File: config.mk
export PLATFORM = sky130hd
export DESIGN_NAME = bitmap_page_allocator
export DESIGN_NICKNAME = d
export VERILOG_FILES = /design/src/sv/bpa_pkg.sv /design/src/sv/bpa_cell.sv /design/src/sv/bitmap_page_allocator.sv
export SDC_FILE = /design/constraint.sdc
export NUM_CORES = 2
export LEC_CHECK = 0
export CAP_MARGIN = 0
export CORE_UTILIZATION = 45
export CTS_CLUSTER_SIZE = 12
export DETAILED_ROUTE_END_ITERATION = 7
export DONT_BUFFER_PORTS = 1
export PLACE_DENSITY_LB_ADDON = 0.08
export SYNTH_ARGS = -nofsm -noshare
export SYNTH_HDL_FRONTEND = slang
export SYNTH_SLANG_ARGS = --single-unit
File: constraint.sdc
create_clock -name clk -period 25.7 [get_ports clk]
set_clock_uncertainty 0.1 [all_clocks]
set_input_delay 5.14 -clock clk [delete_from_list [all_inputs] [get_ports clk]]
set_output_delay 5.14 -clock clk [all_outputs]
set_load 0.1 [all_outputs]
File: src/sv/bpa_pkg.sv
// bpa_pkg: shared widths, codes and types for the bitmap page allocator.
// No dependencies.
`default_nettype none
package bpa_pkg;

  localparam int NUM_BLOCKS_DEF = 64;
  localparam int MAX_JOBS_DEF   = 16;

  // field widths fixed by the interface
  localparam int FUNC_W = 2;
  localparam int JOB_W  = 4;
  localparam int CNT_W  = 7;
  localparam int IDX_W  = 6;
  localparam int ST_W   = 2;
  localparam int OWN_W  = 5;

  // owner tag for reserved blocks, matches no job id
  localparam logic [OWN_W-1:0] NO_OWNER = 5'd31;

  localparam logic [FUNC_W-1:0] FN_RESERVE = 2'd0;
  localparam logic [FUNC_W-1:0] FN_ALLOC   = 2'd1;
  localparam logic [FUNC_W-1:0] FN_RELEASE = 2'd2;

  localparam logic [ST_W-1:0] ST_OK      = 2'd0;
  localparam logic [ST_W-1:0] ST_ACTIVE  = 2'd1;
  localparam logic [ST_W-1:0] ST_NOSPACE = 2'd2;
  localparam logic [ST_W-1:0] ST_NOJOB   = 2'd3;

  localparam logic OP_ALLOC   = 1'b0;
  localparam logic OP_RELEASE = 1'b1;

  // scan token walking down the cell chain
  typedef struct packed {
    logic             valid;
    logic             op;
    logic [JOB_W-1:0] job;
    logic [CNT_W-1:0] remaining;
  } token_t;

  // per-cell events seen by the controller
  typedef struct packed {
    logic live;
    logic grant;
    logic last;
    logic freed;
    logic took;
  } cell_evt_t;

endpackage
`default_nettype wire

File: src/sv/bpa_cell.sv
// bpa_cell: one block of the bitmap (used bit, owner) plus one token stage.
// Depends on bpa_pkg.
`default_nettype none
module bpa_cell #(
  parameter int INDEX = 0
) (
  input  wire logic                    clk,
  input  wire logic                    rst,
  input  wire logic                    adv,
  input  wire bpa_pkg::token_t         tok_in,
  output bpa_pkg::token_t              tok_out,
  input  wire logic                    rsv_en,
  input  wire logic [bpa_pkg::IDX_W-1:0] rsv_idx,
  output bpa_pkg::cell_evt_t           evt
);
  import bpa_pkg::*;

  token_t           tok_q;
  logic             used;
  logic [OWN_W-1:0] owner;

  logic alloc_hit;
  logic rel_hit;
  logic rsv_hit;
  logic is_last;

  assign alloc_hit = tok_q.valid && (tok_q.op == OP_ALLOC) && !used;
  assign rel_hit   = tok_q.valid && (tok_q.op == OP_RELEASE) && used &&
                     (owner == {1'b0, tok_q.job});
  assign rsv_hit   = rsv_en && (rsv_idx == IDX_W'(INDEX)) && !used;
  assign is_last   = (tok_q.remaining == CNT_W'(1));

  always_comb begin
    tok_out = tok_q;
    if (alloc_hit) begin
      tok_out.remaining = tok_q.remaining - CNT_W'(1);
      // token retires once the request is filled
      if (is_last) begin
        tok_out.valid = 1'b0;
      end
    end
  end

  assign evt.live  = tok_q.valid;
  assign evt.grant = alloc_hit;
  assign evt.last  = alloc_hit && is_last;
  assign evt.freed = rel_hit;
  assign evt.took  = rsv_hit;

  always_ff @(posedge clk) begin
    if (rst) begin
      tok_q.valid <= 1'b0;
      used        <= 1'b0;
    end else begin
      if (adv) begin
        tok_q <= tok_in;
        if (alloc_hit) begin
          used  <= 1'b1;
          owner <= {1'b0, tok_q.job};
        end
        if (rel_hit) begin
          used <= 1'b0;
        end
      end
      if (rsv_hit) begin
        used  <= 1'b1;
        owner <= NO_OWNER;
      end
    end
  end

endmodule
`default_nettype wire

File: src/sv/bitmap_page_allocator.sv
// Bitmap first-fit page allocator: top level, job table and output stage.
// Depends on bpa_pkg and bpa_cell.
// Reserve, rejected requests and zero-block allocate answer from the output register;
// each grant of an allocate follows as its token meets a free block, and a release
// answers once its token leaves the last cell. One item at a time: no request is taken
// while a token walks the chain, one cell per cycle unless the output stalls.
// Reset: synchronous, clears bitmap, job table and used count at once.
`default_nettype none
module bitmap_page_allocator #(
  parameter int NUM_BLOCKS = bpa_pkg::NUM_BLOCKS_DEF,
  parameter int MAX_JOBS   = bpa_pkg::MAX_JOBS_DEF
) (
  input  wire logic                         clk,
  input  wire logic                         rst,
  input  wire logic                         in_valid,
  output logic                              in_ready,
  input  wire logic [bpa_pkg::FUNC_W-1:0]   func,
  input  wire logic [bpa_pkg::JOB_W-1:0]    job_id,
  input  wire logic [bpa_pkg::CNT_W-1:0]    block_count,
  input  wire logic [bpa_pkg::IDX_W-1:0]    block_index,
  output logic                              out_valid,
  input  wire logic                         out_ready,
  output logic [bpa_pkg::IDX_W-1:0]         granted_block,
  output logic [bpa_pkg::ST_W-1:0]          status,
  output logic                              block_valid,
  output logic                              last
);
  import bpa_pkg::*;

  // used count holds 0..NUM_BLOCKS; compares run one bit wider than any operand
  localparam int UC_W  = $clog2(NUM_BLOCKS + 1);
  localparam int CMP_W = ((UC_W > CNT_W) ? UC_W : CNT_W) + 1;
  localparam int JA_W  = (MAX_JOBS > 1) ? $clog2(MAX_JOBS) : 1;

  // token chain: tok[0] is injected here, tok[NUM_BLOCKS] falls off the end
  token_t    tok [NUM_BLOCKS+1];
  cell_evt_t evt [NUM_BLOCKS];

  logic [MAX_JOBS-1:0] job_active;
  logic [UC_W-1:0]     used_count;

  logic              adv;        // chain and output stage may move
  logic              accept;
  logic              any_live, any_grant, grant_last, any_freed, any_took;
  logic [IDX_W-1:0]  grant_idx;
  logic              job_ok;     // job id inside the job table
  logic [JA_W-1:0]   job_sel;
  logic              job_on;
  logic              no_space;
  logic [CMP_W-1:0]  free_count;
  logic              rsv_en;
  logic              tail_rel;   // release token leaving the last cell

  assign adv      = !out_valid || out_ready;
  assign in_ready = !any_live && adv;
  assign accept   = in_valid && in_ready;

  assign job_ok     = (CMP_W'(job_id) < CMP_W'(MAX_JOBS));
  assign job_sel    = JA_W'(job_id);
  assign job_on     = job_ok && job_active[job_sel];
  assign free_count = CMP_W'(NUM_BLOCKS) - CMP_W'(used_count);
  assign no_space   = (CMP_W'(block_count) > free_count);
  assign rsv_en     = accept && (func == FN_RESERVE);
  assign tail_rel   = tok[NUM_BLOCKS].valid && (tok[NUM_BLOCKS].op == OP_RELEASE);

  // token handed to the first cell on an accepted allocate or release
  always_comb begin
    tok[0].valid     = 1'b0;
    tok[0].op        = OP_ALLOC;
    tok[0].job       = job_id;
    tok[0].remaining = block_count;
    if (accept) begin
      unique case (func)
        FN_ALLOC: begin
          tok[0].valid = job_ok && !job_active[job_sel] && !no_space &&
                         (block_count != '0);
        end
        FN_RELEASE: begin
          tok[0].valid = job_on;
          tok[0].op    = OP_RELEASE;
        end
        default: begin
          tok[0].valid = 1'b0;
        end
      endcase
    end
  end

  for (genvar k = 0; k < NUM_BLOCKS; k++) begin : g_cell
    bpa_cell #(
      .INDEX (k)
    ) u_cell (
      .clk     (clk),
      .rst     (rst),
      .adv     (adv),
      .tok_in  (tok[k]),
      .tok_out (tok[k+1]),
      .rsv_en  (rsv_en),
      .rsv_idx (block_index),
      .evt     (evt[k])
    );
  end

  // at most one cell holds the token, so plain ORs collect its events
  always_comb begin
    any_live   = 1'b0;
    any_grant  = 1'b0;
    grant_last = 1'b0;
    any_freed  = 1'b0;
    any_took   = 1'b0;
    grant_idx  = '0;
    for (int k = 0; k < NUM_BLOCKS; k++) begin
      any_live   = any_live   | evt[k].live;
      any_grant  = any_grant  | evt[k].grant;
      grant_last = grant_last | evt[k].last;
      any_freed  = any_freed  | evt[k].freed;
      any_took   = any_took   | evt[k].took;
      if (evt[k].grant) begin
        grant_idx = grant_idx | IDX_W'(k);
      end
    end
  end

  always_ff @(posedge clk) begin
    if (rst) begin
      out_valid  <= 1'b0;
      job_active <= '0;
      used_count <= '0;
    end else begin
      if (out_ready) begin
        out_valid <= 1'b0;
      end

      // used count: one event per cycle at most
      if (any_took) begin
        used_count <= used_count + UC_W'(1);
      end else if (adv && any_grant) begin
        used_count <= used_count + UC_W'(1);
      end else if (adv && any_freed) begin
        used_count <= used_count - UC_W'(1);
      end

      if (accept) begin
        granted_block <= '0;
        block_valid   <= 1'b0;
        last          <= 1'b1;
        status        <= ST_OK;
        unique case (func)
          FN_RESERVE: begin
            out_valid <= 1'b1;
          end
          FN_ALLOC: begin
            if (!job_ok) begin
              status    <= ST_NOJOB;
              out_valid <= 1'b1;
            end else if (job_active[job_sel]) begin
              status    <= ST_ACTIVE;
              out_valid <= 1'b1;
            end else if (no_space) begin
              status    <= ST_NOSPACE;
              out_valid <= 1'b1;
            end else begin
              job_active[job_sel] <= 1'b1;
              // zero-block request answers at once; otherwise grants follow
              out_valid <= (block_count == '0);
            end
          end
          FN_RELEASE: begin
            if (job_on) begin
              job_active[job_sel] <= 1'b0;
            end else begin
              status    <= ST_NOJOB;
              out_valid <= 1'b1;
            end
          end
          default: begin
            // unused code: no transaction on the output
          end
        endcase
      end else if (adv && any_grant) begin
        granted_block <= grant_idx;
        block_valid   <= 1'b1;
        last          <= grant_last;
        status        <= ST_OK;
        out_valid     <= 1'b1;
      end else if (adv && tail_rel) begin
        granted_block <= '0;
        block_valid   <= 1'b0;
        last          <= 1'b1;
        status        <= ST_OK;
        out_valid     <= 1'b1;
      end
    end
  end

endmodule
`default_nettype wire
Yosys cells after proc, flatten, opt, wreduce, memory -nomap -nowiden
Cells that the tools add are included.
{"block": "classes", "n_lt_le_gt_ge": 3, "eq_ne": 196, "add_sub_neg": 66, "bitwise_logic": 383, "muxes": 1658, "n_reduce_logical": 923}
{"cell": "$mux 5", "count": 464}
{"cell": "$mux 13", "count": 128}
{"cell": "$mux 1", "count": 885}
{"cell": "$logic_and 1x1->1", "count": 522}
{"cell": "$mux 7", "count": 72}
{"cell": "$eq 7x1->1 const B", "count": 64}
{"cell": "$sub 7x1->7 const B", "count": 64}
{"cell": "$reduce_bool 3->1", "count": 129}
{"cell": "$eq 5x4->1", "count": 64}
{"cell": "$mux 16", "count": 20}
{"cell": "$or 1x1->1", "count": 315}
{"cell": "$reduce_bool 4->1", "count": 66}
{"cell": "$mux 6", "count": 41}
{"cell": "$eq 6x6->1 const B", "count": 32}
{"cell": "$reduce_and 3->1", "count": 64}
{"cell": "$reduce_and 2->1", "count": 66}
{"cell": "$eq 6x5->1 const B", "count": 16}
{"cell": "$logic_not 1->1", "count": 68}
{"cell": "$not 1->1", "count": 65}
{"cell": "$mux 2", "count": 30}
{"cell": "$eq 6x4->1 const B", "count": 8}
{"cell": "$mux 4", "count": 8}
{"cell": "$pmux 16 s2", "count": 1}
{"cell": "$eq 6x3->1 const B", "count": 4}
{"cell": "26 further kinds", "count": 33}
{"block": "word_totals", "in_bits": 23, "output_inout_bits": 12, "word_cells": 3620, "ff_bits": 1250}

Longest topological paths before layout
{"block": "logic_depth", "word_depth": 139, "mapped_depth": 14}

By module
A second synthesis with hierarchy kept.
{"block": "hier_totals", "cells_unflattened": 5172, "area_unflattened_um2": 64516.9}
{"mod": "bpa_cell at g_cell[17].u_cell ...", "cells_each": 78, "seq_area_each_um2": 550.5, "area_each_um2": 970.9, "n_inst": 7}
{"mod": "bpa_cell at g_cell[37].u_cell ...", "cells_each": 73, "seq_area_each_um2": 550.5, "area_each_um2": 954.7, "n_inst": 7}
{"mod": "bpa_cell at g_cell[21].u_cell ...", "cells_each": 78, "seq_area_each_um2": 550.5, "area_each_um2": 973.4, "n_inst": 5}
{"mod": "bpa_cell at g_cell[53].u_cell ...", "cells_each": 72, "seq_area_each_um2": 550.5, "area_each_um2": 957.2, "n_inst": 5}
{"mod": "bpa_cell at g_cell[19].u_cell ...", "cells_each": 78, "seq_area_each_um2": 550.5, "area_each_um2": 967.2, "n_inst": 4}
{"mod": "bpa_cell at g_cell[3].u_cell ...", "cells_each": 73, "seq_area_each_um2": 550.5, "area_each_um2": 950.9, "n_inst": 4}
{"mod": "bpa_cell at g_cell[45].u_cell ...", "cells_each": 73, "seq_area_each_um2": 550.5, "area_each_um2": 948.4, "n_inst": 4}
{"mod": "bitmap_page_allocator", "cells_each": 372, "seq_area_each_um2": 780.7, "area_each_um2": 3064.2, "n_inst": 1}
{"mod": "bpa_cell at g_cell[11].u_cell ...", "cells_each": 77, "seq_area_each_um2": 550.5, "area_each_um2": 962.2, "n_inst": 3}
{"mod": "bpa_cell at g_cell[39].u_cell ...", "cells_each": 73, "seq_area_each_um2": 550.5, "area_each_um2": 953.4, "n_inst": 3}
{"mod": "bpa_cell at g_cell[47].u_cell ...", "cells_each": 72, "seq_area_each_um2": 550.5, "area_each_um2": 947.2, "n_inst": 3}
{"mod": "bpa_cell at g_cell[1].u_cell ...", "cells_each": 77, "seq_area_each_um2": 550.5, "area_each_um2": 987.2, "n_inst": 2}
{"mod": "bpa_cell at g_cell[10].u_cell ...", "cells_each": 77, "seq_area_each_um2": 550.5, "area_each_um2": 975.9, "n_inst": 2}
{"mod": "bpa_cell at g_cell[23].u_cell ...", "cells_each": 78, "seq_area_each_um2": 550.5, "area_each_um2": 969.7, "n_inst": 2}
{"mod": "+9 rows"}

Worst setup path after synthesis
OpenSTA, ideal clock, no wires.
{"block": "synth_path", "kind": "input to register", "from": "input port out_ready", "to": "register g_cell[0].u_cell.tok_q, in the netlist g_cell[0].u_cell.tok_out[10] (enable)", "t_required_ns": 24.494, "n_path_buf": 2, "path_slack_ns": 4.064, "arrival_time_ns": 20.430, "path_stages": 5, "path_cell_list": "nand2b_1 clkbuf_1 nand2_1 clkbuf_1 inv_1"}
{"block": "synth_between", "elab_chain_len": 3}
{"element": "start, declared", "line_no": "bitmap_page_allocator.sv:22", "source": "input wire logic out_ready,"}
{"element": "$logic_or 1x1->1", "line_no": "bitmap_page_allocator.sv:54", "source": "assign adv = !out_valid || out_ready;"}
{"element": "$reduce_bool 2->1 (no source line)"}
{"element": "$reduce_and 2->1 (no source line)"}
{"element": "end signal, assigned", "line_no": "bpa_cell.sv:56", "source": "tok_q <= tok_in;"}
{"element": "end, declared", "line_no": "bpa_cell.sv:18", "source": "token_t tok_q;"}
No other way between the ends.
A chain may end at the register's enable or synchronous reset.

Worst setup path in the final report
{"block": "layout_path", "from": "input port out_ready", "to": "output port in_ready"}
{"block": "layout_between", "elab_chain_len": 2}
{"element": "$logic_or 1x1->1", "line_no": "bitmap_page_allocator.sv:54"}
{"element": "$logic_and 1x1->1", "line_no": "bitmap_page_allocator.sv:55", "source": "assign in_ready = !any_live && adv;"}
{"element": "end, declared", "line_no": "bitmap_page_allocator.sv:16", "source": "output logic in_ready,"}
No other way between the ends.

==> flow_summary.toml <==
[floorplan]
top_level_ports = 35
initial_util = 0.4541
die_area_um2 = 128500
rows = 130
placeableCoreArea_um2 = 125900
die_w_um = 358.4
floorplan.die.height_um = 358.4

[clocking]
cts_made_buffers = 141
tritoncts_clock_tree = "built"
post_cts_buffers = 0
ctsResizeCount = 0
clockRootBuffer = "sky130_fd_sc_hd__clkbuf_16"
clk_path_buf_depth = 3
htreeDepth = 4
clock_latency_ns = 0.78
path_clk_slew_ns = 0.06
clock-sinks = 1250
post_cts_hold_buffer_count = 0

[routing]
met1_length_um = 67550
routed_wl_um = 155500
wire_per_inst_um = 24.60
drtIter0Drc = 3289
met3_layer_wire_length_in_the_routed_design_um = 10430
highest-signal-layer = "met5"
met2_wirelength_um = 71000
drt_first_pass_iters = 6
drc = 0
post_drt_via_cell_ratio = 5.714
detail-route-antenna-nets = 0
num_vias = 36130

[logic_synthesis]
synth-async-reset-ratio = 0
count_of_flip_flops_with_a_built_in_enable_after_synthesis = 1098
most_common_flop_cell_mapped_by_yosys = "sky130_fd_sc_hd__edfxtp_1"
synth_fp_nets = 4667
syn-mean-instance-area_um2 = 12.69
ys_seq_area_frac = 0.6300
netlist_area_before_placement_um2 = 57170
yosysWarningCount = 0
synthCells = 4505
synth.distinct_cells = 78
ys_seq_elements = 1250

[grt]
grt_pass1_wl_um = 229600
overflow = 0
grtUsageTotal = 0.2442
first_global_vias = 34990
antenna_violations_before_repair = 3
maximum_number_of_pins_on_one_net_before_global_route_repair = 186

[placement]
placement.io_buffers = 0
place_hpwl_um = 112800
place.detailed.instances = 6063
postPlaceCellArea_um2 = 59080
place.gp.congestion = 0.9264

[finish]
finish.utilization = 0.5046
final_cell_area_um2 = 63530
area_growth_syn_to_layout_pct = 11.13
drive_gt1_frac = 0.1014
mostFrequentLayoutCell = "sky130_fd_sc_hd__edfxtp_1"
design.final.nets = 4718
mostFrequentLayoutCells = "1098 x sky130_fd_sc_hd__edfxtp_1, 432 x sky130_fd_sc_hd__xnor2_1, 351 x sky130_fd_sc_hd__nand2_1"
fillerInstances = 11050
fin_cells = 6323
n_antenna_cell = 0

[flow_run]
maxCapViolCount = 0

[sta]
clock_period_minus_worst_slack_ns = 12.24
transition_time_at_the_pin_with_the_least_slew_margin_ns = 1.381
timing.fmax_ghz = 0.08172
timing.final.setup_violations = 0
timing.slew.headroom = 0.07092
report.final.hold_viol_count = 0
layout_worst_path_cycle_share = 0.4761
grt_setup_unrepaired = "false"
final.setup.tns_ns = 0
drv_slew = 0

[worst_setup_path]
critical_path.endpoint_type = "output pin"
timing.critical_path.cells = "nand2b_4 -> nand2_1 -> or4_4 -> or2_4 -> inv_1"
cp_max_fo = 5
critical_path_class = "in -> out"
critPathRequiredTime_ns = 20.46
critical_path_buf_inv_count = 1
critical-path-top-delay-family = "simple AND/OR/NAND/NOR gates"
worst-endpoint-arrival_ns = 7.00
cp_slowest_stage_delay_ns = 0.73
timing.critical_path.slowest_stage_cell = "sky130_fd_sc_hd__inv_1"
crit_path_start_kind = "input pin"

[power_and_ir_drop]
vdd.ir_drop.worst_mv = 0.05518
p_total_mw = 4.649
total_leakage_power_nw = 21.98
power.density_nw_per_um2 = 73.17

[hold_path]
worstHoldPathType = "reg -> reg"

[outcome]
outcome = "complete, no violations"
[layout make-up]
class	instances	area, µm²	area share
clock inverters	60	452.9	0.007129
flip-flops and latches	1250	36010	0.5669
well taps	1650	2064	0.03250
inverters	179	679.4	0.01069
repair buffers	43	347.8	0.005475
clock buffers	200	3994	0.06286
multi-input cells	2941	19980	0.3145
[registers in the layout (all words and copies together), names as in the netlist, 2 cells and up, named ones only]
register               flops
granted_block              6
g_cell.u_cell.used        64
status                     2
g_cell.u_cell.tok_q      448
g_cell.u_cell.owner      320
g_cell.u_cell.evt         64
g_cell.u_cell.tok_out    320
used_count                 7
[Yosys cell counts, drive strengths merged, types with 5 or more instances]
cell,number,share of area
a31oi,20,0.0022
nand3,107,0.0094
clkbuf,105,0.0070
mux4,7,0.0028
nand2,352,0.023
nor2,181,0.012
buf,30,0.0028
nor4,162,0.018
and3,11,0.0012
a221oi,5,0.00077
o211a,7,0.0012
xnor2,432,0.066
nor3b,46,0.0061
inv,178,0.012
o22ai,9,0.00098
nand3b,54,0.0071
a21oi,184,0.016
nor2b,8,0.00088
or3,71,0.0078
or2,122,0.013
a311oi,11,0.0017
a41o,5,0.00088
or3b,37,0.0057
xor2,208,0.032
or4,23,0.0033
dfxtp,152,0.053
a211oi,16,0.0022
a21o,8,0.0011
and4,5,0.00077
o221a,39,0.0077
o32ai,5,0.00077
ha,139,0.030
nor3,200,0.018
o21ai,55,0.0049
nand2b,159,0.017
nand4b,76,0.012
nand4,94,0.010
edfxtp,1098,0.58
and2,39,0.0043
o21a,5,0.00066
[cells by family after synthesis]
| group | share of synthesized area |
|---|---|
| adder cells (fa/ha/maj) | 0.03042 |
| buffers and inverters | 0.02149 |
| AO/OA/AOI/OAI | 0.04500 |
| AND/OR/NAND/NOR | 0.1713 |
| multiplexers | 0.003721 |
| XOR/XNOR | 0.09805 |
| flip-flops | 0.6300 |
[worst paths after layout]
path	to	slack, ns	start	cells past startpoint
worst max-delay path	in_ready	13.46	out_ready	5
worst min-delay path	g_cell[8].u_cell.tok_out[11]$_DFFE_PP_	0.36	g_cell[7].u_cell.tok_out[11]$_DFFE_PP_	0
worst max register to register	g_cell[13].u_cell.tok_q[4]$_DFFE_PP_	19.58	out_valid$_SDFF_PP0_	8
worst min register to register	g_cell[8].u_cell.tok_out[11]$_DFFE_PP_	0.36	g_cell[7].u_cell.tok_out[11]$_DFFE_PP_	0
[stage by stage]
step	hold slack (ns)	setup slack (ns)
6_report	0.3636	13.46
2_1_floorplan	0.3422	4.064
3_3_place_gp	0.3594	13.51
5_1_grt	0.3696	13.45
4_1_cts	0.3652	13.51
3_5_place_dp	0.3640	13.52
[power breakdown]
part | switching (mW) | internal [mW] | leakage [nW] | total [mW]
clock network | 0.825 | 1.12 | 2.18 | 1.94
logic | 0.152 | 0.104 | 8.14 | 0.255
registers | 0.106 | 2.35 | 11.7 | 2.45
total | 1.08 | 3.57 | 22.0 | 4.65
[layer usage]
metal	track usage	vias up
li1	-	16660
met1	0.3324	17970
met2	0.3825	1190
met3	0.04670	309
met4	0.1027	4
met5	0	-
Note: power is estimated with default switching activity, not from simulation.
